**src/upq_pkg.sv**
```systemverilog
// Shared types and constants for the urgency priority queue.
// No dependencies; imported by upq_ram users, upq_ctrl and the top level.
package upq_pkg;

  localparam int CAPACITY_DEF = 16;
  localparam int REC_W        = 47;
  localparam int TICKET_W     = 5;
  localparam int MODE_W       = 2;
  localparam int STATUS_W     = 2;

  localparam logic [MODE_W-1:0] MODE_ENQ  = 2'd0;
  localparam logic [MODE_W-1:0] MODE_SORT = 2'd1;
  localparam logic [MODE_W-1:0] MODE_DEQ  = 2'd2;

  localparam logic [STATUS_W-1:0] STAT_DONE  = 2'd0;
  localparam logic [STATUS_W-1:0] STAT_FULL  = 2'd1;
  localparam logic [STATUS_W-1:0] STAT_EMPTY = 2'd2;

  // Patient record, age in the lowest bits.
  typedef struct packed {
    logic [31:0] tag;
    logic [2:0]  urgency;
    logic [1:0]  insurance;
    logic [1:0]  sex;
    logic [7:0]  age;
  } rec_t;

  // One result word handed from the controller to the output register.
  typedef struct packed {
    logic                valid;
    logic [STATUS_W-1:0] status;
    logic [TICKET_W-1:0] ticket;
    rec_t                rec;
  } res_t;

endpackage

```
**src/urgency_priority_queue.sv**
```systemverilog
// Top level of the urgency priority queue: stream ports, output register,
// controller and record RAM. Depends on upq_pkg, upq_ctrl and upq_ram.
//
// Usage. Each input word carries one operation in s_tuser (0 enqueue,
// 1 sort by urgency, 2 dequeue) and a patient record in s_tdata. Every
// accepted word produces exactly one output word: status in m_tuser and the
// ticket plus, for a dequeue, the patient record in m_tdata.
// Enqueue stores the record at the rear slot and returns ticket = slot + 1,
// or status full once the rear reaches CAPACITY; slots are never reused, so
// the queue stays full after removals. Dequeue returns the front record, or
// status empty with all-zero data. Sort reorders the live slots with a plain
// exchange sort (not stable), highest urgency first.
// Timing. Enqueue, rejected operations and trivial sorts give their result
// word in the cycle after acceptance; a dequeue first passes through the DEQ
// and FIN states because the record RAM has a registered read. A sort walks
// every pair with one comparator on the single RAM read port (states RDJ and
// CMP), plus a load (RDI, LDI) and a write-back (WBI) per front slot.
// The block takes one word at a time and is ready again once its result
// sits in the output register.
// Reset clears the front and rear indexes, so the queue starts empty; the
// RAM contents are not cleared. When the receiver stalls, the result holds in
// the output register and s_tready stays low until it is taken.
module urgency_priority_queue import upq_pkg::*; #(
  parameter int CAPACITY = CAPACITY_DEF
) (
  input  logic        clk,
  input  logic        rst,
  input  logic        s_tvalid,
  output logic        s_tready,
  // s_tdata, from bit 0: age[7:0], sex[1:0], insurance[1:0], urgency[2:0],
  // tag[31:0], then one zero pad bit.
  input  logic [47:0] s_tdata,
  // s_tuser: mode[1:0].
  input  logic [1:0]  s_tuser,
  output logic        m_tvalid,
  input  logic        m_tready,
  // m_tdata, from bit 0: ticket[4:0], out_age[7:0], out_sex[1:0],
  // out_insurance[1:0], out_urgency[2:0], out_tag[31:0], then four zero bits.
  output logic [55:0] m_tdata,
  // m_tuser: status[1:0].
  output logic [1:0]  m_tuser
);

  localparam int AW = $clog2(CAPACITY);

  res_t             res;
  logic             res_ready;
  logic             ram_we;
  logic [AW-1:0]    ram_waddr;
  logic [REC_W-1:0] ram_wdata;
  logic             ram_re;
  logic [AW-1:0]    ram_raddr;
  logic [REC_W-1:0] ram_rdata;

  // The output register is free when empty or being taken this cycle.
  assign res_ready = !m_tvalid || m_tready;

  upq_ctrl #(
    .CAPACITY (CAPACITY)
  ) u_ctrl (
    .clk       (clk),
    .rst       (rst),
    .in_valid  (s_tvalid),
    .in_ready  (s_tready),
    .in_mode   (s_tuser),
    .in_rec    (rec_t'(s_tdata[REC_W-1:0])),
    .res       (res),
    .res_ready (res_ready),
    .ram_we    (ram_we),
    .ram_waddr (ram_waddr),
    .ram_wdata (ram_wdata),
    .ram_re    (ram_re),
    .ram_raddr (ram_raddr),
    .ram_rdata (ram_rdata)
  );

  upq_ram #(
    .WIDTH (REC_W),
    .DEPTH (CAPACITY)
  ) u_records (
    .clk   (clk),
    .we    (ram_we),
    .waddr (ram_waddr),
    .wdata (ram_wdata),
    .re    (ram_re),
    .raddr (ram_raddr),
    .rdata (ram_rdata)
  );

  // Output register: control bit reset, payload loaded with each new word.
  always_ff @(posedge clk) begin
    if (rst) begin
      m_tvalid <= 1'b0;
    end else if (res_ready) begin
      m_tvalid <= res.valid;
    end
  end

  always_ff @(posedge clk) begin
    if (res_ready && res.valid) begin
      m_tdata <= {4'b0000, res.rec, res.ticket};
      m_tuser <= res.status;
    end
  end

endmodule

```
**src/upq_ram.sv**
```systemverilog
// Generic single-write, single-read RAM with a registered read port.
// No dependencies.
module upq_ram #(
  parameter int WIDTH = 8,
  parameter int DEPTH = 16
) (
  input  logic                     clk,
  input  logic                     we,
  input  logic [$clog2(DEPTH)-1:0] waddr,
  input  logic [WIDTH-1:0]         wdata,
  input  logic                     re,
  input  logic [$clog2(DEPTH)-1:0] raddr,
  output logic [WIDTH-1:0]         rdata
);

  logic [WIDTH-1:0] mem [DEPTH];

  always_ff @(posedge clk) begin
    if (we) begin
      mem[waddr] <= wdata;
    end
    if (re) begin
      rdata <= mem[raddr];
    end
  end

endmodule

```
**src/upq_ctrl.sv**
```systemverilog
// Sequencer of the urgency priority queue: front and rear indexes, the
// exchange-sort walk with its single urgency comparator. Depends on upq_pkg.
module upq_ctrl import upq_pkg::*; #(
  parameter int CAPACITY = CAPACITY_DEF
) (
  input  logic                        clk,
  input  logic                        rst,
  input  logic                        in_valid,
  output logic                        in_ready,
  input  logic [MODE_W-1:0]           in_mode,
  input  rec_t                        in_rec,
  output res_t                        res,
  input  logic                        res_ready,
  output logic                        ram_we,
  output logic [$clog2(CAPACITY)-1:0] ram_waddr,
  output logic [REC_W-1:0]            ram_wdata,
  output logic                        ram_re,
  output logic [$clog2(CAPACITY)-1:0] ram_raddr,
  input  logic [REC_W-1:0]            ram_rdata
);

  localparam int IW = $clog2(CAPACITY + 1);
  localparam int AW = $clog2(CAPACITY);
  localparam int XW = (IW + 1 > TICKET_W) ? IW + 1 : TICKET_W;
  localparam logic [IW:0] CAP_X = (IW + 1)'(CAPACITY);

  typedef enum logic [7:0] {
    ST_IDLE = 8'b0000_0001,
    ST_DEQ  = 8'b0000_0010,
    ST_RDI  = 8'b0000_0100,
    ST_LDI  = 8'b0000_1000,
    ST_RDJ  = 8'b0001_0000,
    ST_CMP  = 8'b0010_0000,
    ST_WBI  = 8'b0100_0000,
    ST_FIN  = 8'b1000_0000
  } state_t;

  state_t              state;
  logic [IW-1:0]       head;
  logic [IW-1:0]       tail;
  logic [IW-1:0]       i;
  logic [IW-1:0]       j;
  rec_t                cur;
  logic [STATUS_W-1:0] pend_status;
  logic [TICKET_W-1:0] pend_ticket;
  logic                pend_has_rec;

  logic accept;
  logic full;
  logic empty;
  logic sort_needed;
  logic j_last;
  logic i_last;
  logic swap;
  rec_t rd_rec;

  // Ticket of a slot is its index plus one, kept to the ticket width.
  function automatic logic [TICKET_W-1:0] ticket_of(input logic [IW-1:0] idx);
    logic [XW-1:0] t;
    t = XW'(idx) + XW'(1);
    return t[TICKET_W-1:0];
  endfunction

  assign rd_rec      = rec_t'(ram_rdata);
  assign full        = {1'b0, tail} >= CAP_X;
  assign empty       = head >= tail;
  assign sort_needed = ({1'b0, head} + (IW + 1)'(1)) < {1'b0, tail};
  assign j_last      = ({1'b0, j} + (IW + 1)'(1)) >= {1'b0, tail};
  assign i_last      = ({1'b0, i} + (IW + 1)'(2)) >= {1'b0, tail};
  assign swap        = cur.urgency < rd_rec.urgency;

  assign in_ready = (state == ST_IDLE) && res_ready;
  assign accept   = in_valid && in_ready;

  always_comb begin
    ram_we    = 1'b0;
    ram_waddr = tail[AW-1:0];
    ram_wdata = in_rec;
    ram_re    = 1'b0;
    ram_raddr = head[AW-1:0];
    res       = '0;
    case (state)
      ST_IDLE: begin
        if (accept) begin
          case (in_mode)
            MODE_ENQ: begin
              res.valid = 1'b1;
              if (full) begin
                res.status = STAT_FULL;
              end else begin
                ram_we     = 1'b1;
                res.ticket = ticket_of(tail);
              end
            end
            MODE_SORT: begin
              res.valid = !sort_needed;
            end
            MODE_DEQ: begin
              if (empty) begin
                res.valid  = 1'b1;
                res.status = STAT_EMPTY;
              end else begin
                ram_re = 1'b1;
              end
            end
            default: begin
              res.valid = 1'b1;
            end
          endcase
        end
      end
      ST_RDI: begin
        ram_re    = 1'b1;
        ram_raddr = i[AW-1:0];
      end
      ST_RDJ: begin
        ram_re    = 1'b1;
        ram_raddr = j[AW-1:0];
      end
      ST_CMP: begin
        // The running holder of slot i moves down into slot j on a swap.
        ram_we    = swap;
        ram_waddr = j[AW-1:0];
        ram_wdata = cur;
      end
      ST_WBI: begin
        ram_we    = 1'b1;
        ram_waddr = i[AW-1:0];
        ram_wdata = cur;
      end
      ST_FIN: begin
        res.valid  = 1'b1;
        res.status = pend_status;
        res.ticket = pend_ticket;
        res.rec    = pend_has_rec ? cur : '0;
      end
      default: begin
      end
    endcase
  end

  always_ff @(posedge clk) begin
    if (rst) begin
      state <= ST_IDLE;
      head  <= '0;
      tail  <= '0;
    end else begin
      case (state)
        ST_IDLE: begin
          if (accept) begin
            case (in_mode)
              MODE_ENQ: begin
                if (!full) begin
                  tail <= tail + IW'(1);
                end
              end
              MODE_SORT: begin
                if (sort_needed) begin
                  i     <= head;
                  state <= ST_RDI;
                end
              end
              MODE_DEQ: begin
                if (!empty) begin
                  head        <= head + IW'(1);
                  pend_ticket <= ticket_of(head);
                  state       <= ST_DEQ;
                end
              end
              default: begin
              end
            endcase
          end
        end
        ST_DEQ: begin
          cur          <= rd_rec;
          pend_status  <= STAT_DONE;
          pend_has_rec <= 1'b1;
          state        <= ST_FIN;
        end
        ST_RDI: begin
          state <= ST_LDI;
        end
        ST_LDI: begin
          cur   <= rd_rec;
          j     <= i + IW'(1);
          state <= ST_RDJ;
        end
        ST_RDJ: begin
          state <= ST_CMP;
        end
        ST_CMP: begin
          if (swap) begin
            cur <= rd_rec;
          end
          if (j_last) begin
            state <= ST_WBI;
          end else begin
            j     <= j + IW'(1);
            state <= ST_RDJ;
          end
        end
        ST_WBI: begin
          if (i_last) begin
            pend_status  <= STAT_DONE;
            pend_ticket  <= '0;
            pend_has_rec <= 1'b0;
            state        <= ST_FIN;
          end else begin
            i     <= i + IW'(1);
            state <= ST_RDI;
          end
        end
        ST_FIN: begin
          if (res_ready) begin
            state <= ST_IDLE;
          end
        end
        default: begin
          state <= ST_IDLE;
        end
      endcase
    end
  end

  a_head_le_tail: assert property (@(posedge clk) disable iff (rst) head <= tail)
    else $error("front index passed rear index");

  a_tail_cap: assert property (@(posedge clk) disable iff (rst) {1'b0, tail} <= CAP_X)
    else $error("rear index beyond capacity");

  a_scan_order: assert property (@(posedge clk) disable iff (rst)
    (state == ST_CMP) |-> (i < j) && (j < tail) && (head <= i))
    else $error("sort scan indexes out of order");

  a_fin_hold: assert property (@(posedge clk) disable iff (rst)
    (state == ST_FIN) && !res_ready |=> (state == ST_FIN))
    else $error("pending result dropped");

  a_idle_no_ram_write: assert property (@(posedge clk) disable iff (rst)
    ram_we && (state == ST_IDLE) |-> accept && (in_mode == MODE_ENQ) && !full)
    else $error("unexpected record write");

endmodule

```
**config.mk**
```make
export PLATFORM = sky130hd
export DESIGN_NAME = urgency_priority_queue
export DESIGN_NICKNAME = d
export VERILOG_FILES = /design/src/upq_pkg.sv /design/src/urgency_priority_queue.sv /design/src/upq_ram.sv /design/src/upq_ctrl.sv
export SDC_FILE = /design/constraint.sdc
export NUM_CORES = 1
export LEC_CHECK = 0
export BUFFER_PORTS_ARGS = -buffer_cell sky130_fd_sc_hd__buf_2
export CORE_UTILIZATION = 58
export CTS_BUF_LIST = sky130_fd_sc_hd__clkbuf_4 sky130_fd_sc_hd__clkbuf_8
export DETAILED_ROUTE_END_ITERATION = 6
export GPL_TIMING_DRIVEN = 0
export PLACE_DENSITY_LB_ADDON = 0.3
export SYNTH_ARGS = -nofsm -noshare
export SYNTH_HDL_FRONTEND = slang
export SYNTH_HIERARCHICAL = 1
export SYNTH_SLANG_ARGS = --single-unit
```
**constraint.sdc**
```tcl
create_clock -name clk -period 6.89 [get_ports clk]
set_input_delay 1.378 -clock clk [delete_from_list [all_inputs] [get_ports clk]]
set_output_delay 1.378 -clock clk [all_outputs]
set_load 0.02 [all_outputs]
```
==> run_results.csv, run 1 <==
group,metric,value,unit
logic_synthesis,synth.top_cells.by_count,"916 x edfxtp_1, 188 x mux4_2, 98 x a22oi_1",
logic_synthesis,synth-edff-count,916,
sta,relSlewSlack,0.2000,
finish,area_delta_synth_final,14.48,%
finish,nFillCells,3896,
grt,grt_pass1_vias,19160,
logic_synthesis,netlist_instances,1760,
pwr,swShare,0.2134,
pwr,report.power.total,11.21,mW
finish,utilization,0.6730,
clocking,ctsLongestPathBuffers,3,
die,io-pin-count,114,
route,ant_nets,0,
grt,grt_pass1_wl,121.4,mm
critical_path,crit_chain,"clkbuf_1, nor3_1, and4b_1, clkbuf_1, nor2_1, buf_2, nand2_1, nand2_1, nand3b_1, nor3_2, buf_6, buf_6",
clocking,clock_latency,0.80,ns
place,port-buffer-count,108,
logic_synthesis,ys_seq_area_frac,0.7673,
die,rows,91,
logic_synthesis,synth_area_per_cell,20.65,sq um
grt,grt_max_degree,55,
sta,max_freq,199.5,MHz
sta,report.final.hold_viol_count,0,
clocking,h-tree-depth,4,
pwr,clockPowerShare,0.390,
clocking,cts_tree,"built",
sta,skew,0.03658,ns
finish,final_area,0.04161,sq mm
pwr,cellPowerDensity,269.4,mW/mm^2
logic_synthesis,yosys.area.top_type,"edfxtp_1",
sta,maxSlewViolCount,0,
sta,worstMarginPinSlew,1.196,ns
critical_path,end_kind,"register",
clocking,postCtsSetupRepairBufs,0,
grt,grt_use_total,0.2658,
critical_path,critPathLaunchType,"register",
critical_path,cp_slowest_stage_delay,0.98,ns
pwr,internal_power,8.818,mW
sta,setup_viol,0,
grt,antenna_found_initial,2,
sta,rsz0062_at_grt,"no",
critical_path,critPathKind,"reg2reg",
pwr,switchingPower,2.392,mW
route,firstDrtPassIters,7,
logic_synthesis,yosys_warnings,6,
clocking,root_buffer,"clkbuf_8",
logic_synthesis,synthArstFlopShare,0,
pwr,power_frac_seq,0.566,
die,die_h,252.3,um
pwr,ir_worst_vdd,0.1865,mV
logic_synthesis,yosysMostFrequentCell,"edfxtp_1",
flow_run,maxCapViolCount,0,
logic_synthesis,synth-main-ff-cell,"edfxtp_1",
clocking,clock_sinks,935,
finish,drive_gt1_frac,0.3158,
route,wl_per_cell,27.03,um
grt,gr-total-overflow,0,
pwr,power.leakage,13.52,nW
sta,min_period,5.013,ns
status,status,"completed",
die,die-area,0.06367,sq mm
route,drt_iter0_markers,2108,
finish,num-nets-final,2152,
pwr,p_comb_frac,0.044,
route,wl,81.27,mm
logic_synthesis,yosysTopAreaCellShare,0.7569,
critical_path,cp_slowest_cell,"nor2_1",
die,core_area,0.06183,sq mm
logic_synthesis,synth_area_leaders,"edfxtp_1 76%, mux4_2 12%, a22oi_1 2.0%",
route,via_per_inst,6.233,
logic_synthesis,yosys_register_bits,935,
clocking,hold_buffers,0,
place,place.gp.congestion,0.8138,
critical_path,critPathMaxFanout,10,
worst_hold_path,worstHoldPathType,"reg2reg",
clocking,cts_resized,0,
logic_synthesis,ys_types,62,
sta,min_period_over_period,0.7275,
logic_synthesis,netlist_area,0.03634,sq mm
route,num_vias,18740,
critical_path,critPathArrivalTime,5.49,ns
critical_path,cp.required,7.37,ns
place,hpwlAfterDp,51.55,mm
place,placed_area,0.03888,sq mm
clocking,cts_buffers,146,
clocking,clk_pin_slew_worst_paths,0.06,ns
die,start_util,0.5878,
die,die_x,252.3,um
route,post-route-drc-count,0,
-- cell type report --
| type | count | area [sq um] | area share |
|---|---|---|---|
| tap | 837 | 1047 | 0.02517 |
| buffer | 95 | 505.5 | 0.01215 |
| multi-input combinational | 715 | 8029 | 0.1930 |
| timing repair buffer | 156 | 1350 | 0.03245 |
| sequential | 935 | 27890 | 0.6703 |
| inverter | 18 | 67.56 | 0.001624 |
| antenna | 1 | 2.502 | 0.00006014 |
| clock buffer | 207 | 2499 | 0.06005 |
| clock inverter | 43 | 219.0 | 0.005263 |
-- sequential cells by signal (all words and copies together), names as in the netlist --
register             cells
u_records/rdata         47
m_tvalid                 1
u_ctrl/i                 5
m_tdata                 52
u_ctrl/j                 5
u_records/mem          752
u_ctrl/cur              47
u_ctrl/head              5
m_tuser                  2
u_ctrl/tail              5
u_ctrl/pend_ticket       5
u_ctrl/pend_has_rec      1
u_ctrl/state             8
-- critical path: cells and delay by family, from the launching register on --
kind | cells | cell delay (ns)
DFF | 1 | 0.33
and+or+nand+nor | 7 | 2.81
buffers and inverters | 5 | 1.53
-- kinds of logic after synthesis --
group	count (synthesis)	synth area share
flops	935	0.7673
simple gates	253	0.03615
mux	236	0.1313
compound gates	175	0.03477
buf+inv	113	0.01577
fa+ha+maj	31	0.01067
xor+xnor	16	0.003856
other cells	1	0.0001032
-- cells in the final DEF (no fill, tap or decap), drive strengths merged, types with 4 or more instances in the layout --
cell        n
mux2       47
clkinvlp    6
a22oi      98
nand2      81
and2        9
nor4        5
xnor2      10
clkbuf    263
inv        22
o21ai      15
clkinv     33
edfxtp    916
nor3       14
nor2       41
buf       195
nand2b     13
dfxtp      19
mux4      188
or3         5
nor2b       9
nand3      12
a21oi      27
a21o        5
conb        4
ha         31
xor2        6
and3       49
-- worst paths after layout --
| check | from | to | slack (ns) | depth (start not counted) |
|---|---|---|---|---|
| worst min-delay path | u_records/rdata[30] | u_ctrl/cur[30] | 0.40 | 0 |
| worst min register to register | u_records/rdata[30] | u_ctrl/cur[30] | 0.40 | 0 |
| worst max-delay path | u_ctrl/state[4] | u_records/mem[8][22] | 1.88 | 12 |
| worst max register to register | u_ctrl/state[4] | u_records/mem[8][22] | 1.88 | 12 |
-- stage by stage --
| stage | cells | setup slack, ns | TNS [ns] | hold WS, ns |
|---|---|---|---|---|
| after detailed placement | 2755 | 1.851 | 0 | 0.4045 |
| after global placement | 2708 | -3.807 | -1254.07 | 0.4017 |
| after global routing | 3007 | 1.695 | 0 | 0.4141 |
| after floorplan | 1763 | 0.2120 | 0 | 0.4003 |
| after CTS | 3005 | 1.924 | 0 | 0.4044 |
| final | 3007 | 1.877 | 0 | 0.3978 |
-- layer usage --
metal	routed length, um	global-route usage
met5	0	0
met4	1715	0.08416
met3	6622	0.05046
met2	41120	0.4326
met1	31820	0.3687
-- power by group through the flow --
stage                     sequential [mW]  combinational [mW]  clock, mW
after floorplan                      6.52               0.260          0
after global placement               6.47               0.470          0
after detailed placement             6.47               0.496          0
after CTS                            6.35               0.498       4.45
after global routing                 6.35               0.535       4.69
final                                6.35               0.494       4.37
No activity file was read; power rests on OpenSTA's default activity.
==> run 2: changes to the inputs <==
Settings changed: ABC_AREA set to 1.
Clock period 6.89 ns to 4.6 ns, I/O delays scaled along.
==> run 2 against run 1 <==
- first-iteration DRC count increased by 36%
- cell count rose by 71%
- worst setup slack got worse by 1.1 ns
- synthesized cell count increased by 120%
- via count rose by 50%
- global-route usage is 3.3 points higher
- register-to-register slack got worse by 1.1 ns
- routed wire length grew 29%
- power rose by 49%
- die area grew 11%
- sequential share of layout area shrank 6.0 points
- clock power up 51%
- largest power group unchanged
==> run_results.csv, run 2 <==
group,metric,value,unit
status,status,"completed",
grt,grt_pass1_wl,156.0,mm
die,io-pin-count,114,
finish,final_cell_mix,"1,129 x nand2_1, 916 x edfxtp_1, 683 x inv_1",
finish,top_register,"u_records/mem",
finish,largestRegisters,"u_records/mem x752, m_tdata x52",
die,core_area,0.06883,sq mm
die,start_util,0.5886,
die,die-area,0.07091,sq mm
logic_synthesis,synth_area_per_cell,10.63,sq um
logic_synthesis,yosysMostFrequentCell,"nand2_1",
logic_synthesis,yosysTopAreaCellShare,0.6790,
place,hpwlAfterDp,68.62,mm
critical_path,r2r_end,"u_records/mem[14][29]",
critical_path,critPathKind,"reg2reg",
sta,relSlewSlack,0.03538,
sta,min_period,3.777,ns
die,die_x,266.3,um
finish,mostFrequentLayoutCell,"nand2_1",
route,wl_per_cell,20.37,um
route,num_vias,28130,
critical_path,end_kind,"register",
route,drt_iter0_markers,2874,
logic_synthesis,synth-edff-count,916,
clocking,cts_resized,0,
grt,grt_pass1_vias,26960,
route,post-route-drc-count,0,
logic_synthesis,ys_seq_area_frac,0.6884,
finish,final_cells,5149,
worst_hold_path,worstHoldPathType,"in2reg",
die,die_h,266.3,um
pwr,power.leakage,19.53,nW
clocking,clock_latency,0.80,ns
sta,min_period_over_period,0.8210,
critical_path,rrSetupSlack,0.82,ns
clocking,clock_sinks,935,
logic_synthesis,netlist_area,0.04051,sq mm
critical_path,ff2ff_path_depth,10,
logic_synthesis,synth_area_leaders,"edfxtp_1 68%, nand2_1 10%, nand3_1 7.4%",
route,firstDrtPassIters,6,
clocking,hold_buffers,0,
route,wl,104.9,mm
pwr,report.power.total,16.70,mW
worst_hold_path,min_from,"rst",
place,place.gp.congestion,0.8741,
clocking,clk_pin_slew_worst_paths,0.05,ns
finish,nFillCells,4963,
route,ant_nets,0,
finish,num-nets-final,4191,
grt,grt_max_degree,48,
route,via_per_inst,5.463,
finish,largest_reg_flops,752,
critical_path,r2r_start,"u_ctrl/state[0]",
place,place_inst,4888,
flow_run,maxCapViolCount,0,
pwr,cellPowerDensity,365.2,mW/mm^2
logic_synthesis,synth.top_cells.by_count,"1,130 x nand2_1, 916 x edfxtp_1, 683 x inv_1",
logic_synthesis,netlist_instances,3812,
clocking,cts_tree,"built",
logic_synthesis,ys_types,42,
sta,worstMarginPinSlew,1.447,ns
sta,report.final.hold_viol_count,0,
finish,drive_gt1_frac,0.1299,
grt,gr-total-overflow,0,
worst_hold_path,holdPathStages,2,
clocking,cts_buffers,146,
logic_synthesis,synth-main-ff-cell,"edfxtp_1",
sta,maxSlewViolCount,0,
critical_path,critPathArrivalTime,4.25,ns
clocking,h-tree-depth,4,
sta,skew,0.02570,ns
grt,grt_use_total,0.2990,
pwr,ir_worst_vdd,0.2322,mV
die,rows,96,
logic_synthesis,yosys_warnings,6,
critical_path,critPathMaxFanout,24,
critical_path,cp.required,5.08,ns
grt,antenna_found_initial,3,
sta,setup_viol,0,
sta,rsz0062_at_grt,"no",
sta,max_freq,264.8,MHz
critical_path,critPathLaunchType,"register",
worst_hold_path,hold_end,"m_tvalid",
logic_synthesis,yosys_register_bits,935,
clocking,root_buffer,"clkbuf_8",
clocking,ctsLongestPathBuffers,3,
clocking,postCtsSetupRepairBufs,0,
place,port-buffer-count,108,
logic_synthesis,synthArstFlopShare,0,
finish,area_delta_synth_final,12.89,%
logic_synthesis,yosys.area.top_type,"edfxtp_1",
-- run 2: cell count changes after synthesis, moves of 20 or more --
cell      previous run  this run
nor2_1              41       112
o21ai_1              0        20
buf_6               14        37
nand3_1             12       597
and3_1              49         0
mux2_2              47         0
inv_1               18       683
clkbuf_1            55        29
a22oi_1             98         0
o21ai_0             15        44
nand2_1             81      1130
mux4_2             188         0
buf_2               20        86
-- run 2: how the worst max path moves through the flow --
stage	from	end	slack, ns	depth (start not counted)
6_report	u_ctrl/state[0]	u_records/mem[14][29]	0.82	10
5_1_grt	u_ctrl/state[2]	u_records/mem[13][15]	0.76	10
4_1_cts	u_ctrl/state[0]	u_records/mem[14][31]	0.89	10
3_5_place_dp	u_ctrl/state[0]	u_records/mem[14][29]	0.91	10
3_3_place_gp	u_ctrl/cur[13]	u_ctrl/cur[32]	-1.99	5
2_1_floorplan	m_tready	u_records/mem[12][0]	0.47	8
-- run 2: cell type report --
type	instances	area [sq um]	share of cell area
well taps	931	1165	0.02547
clock buffers	201	2466	0.05393
repair buffers	143	1152	0.02520
diodes	7	17.52	0.0003830
clock inverters	52	257.7	0.005636
flip-flops and latches	935	27890	0.6098
multi-input cells	2009	9071	0.1984
plain buffers	179	1107	0.02421
inverters	692	2608	0.05702
-- run 2: kinds of logic after synthesis --
kind of cell | share of synthesized area
buffers and inverters | 0.09170
AO/OA/AOI/OAI | 0.01310
adder cells (fa/ha/maj) | 0.009574
flip-flops | 0.6884
AND/OR/NAND/NOR | 0.1952
other | 0.00009257
XOR/XNOR | 0.001946
-- run 2: stage by stage --
stage | util | TNS [ns] | instance area [sq um] | hold slack, ns | worst slack, ns
after floorplan | - | 0 | 40530 | 0.4003 | 0.4733
after global placement | 0.6136 | -1356.41 | 42230 | 0.4001 | -1.993
after detailed placement | 0.6245 | 0 | 42980 | 0.4052 | 0.9085
after CTS | 0.6641 | 0 | 45710 | 0.2859 | 0.8935
after global routing | 0.6643 | 0 | 45720 | 0.3086 | 0.7616
final | 0.6644 | 0 | 45730 | 0.3452 | 0.8232
-- run 2: layer usage --
metal,wire length (um),up-vias,global-route usage,share of wire
met5,20,-,0,0.00019
met4,4551,2,0.1477,0.043
met2,48520,1639,0.4726,0.46
li1,-,13000,-,-
met3,11440,300,0.06396,0.11
met1,40360,13190,0.3945,0.38
-- run 2: critical path: stages (launching register included) --
cell and delay, ns:
dfxtp_1 0.38, nor2_2 0.10, nand4_2 0.17, inv_2 0.11, nor2_4 0.49, buf_6 0.28
nand2_1 0.11, o221ai_1 0.18, nand3_1 0.44, nor2_4 0.85, buf_12 0.29
-- run 2: where the power goes --
| group | switching, mW | internal [mW] | leakage (nW) |
|---|---|---|---|
| combinational | 0.467 | 0.179 | 9.68 |
| clock | 3.14 | 3.46 | 1.43 |
| sequential | 0.0218 | 9.44 | 8.42 |
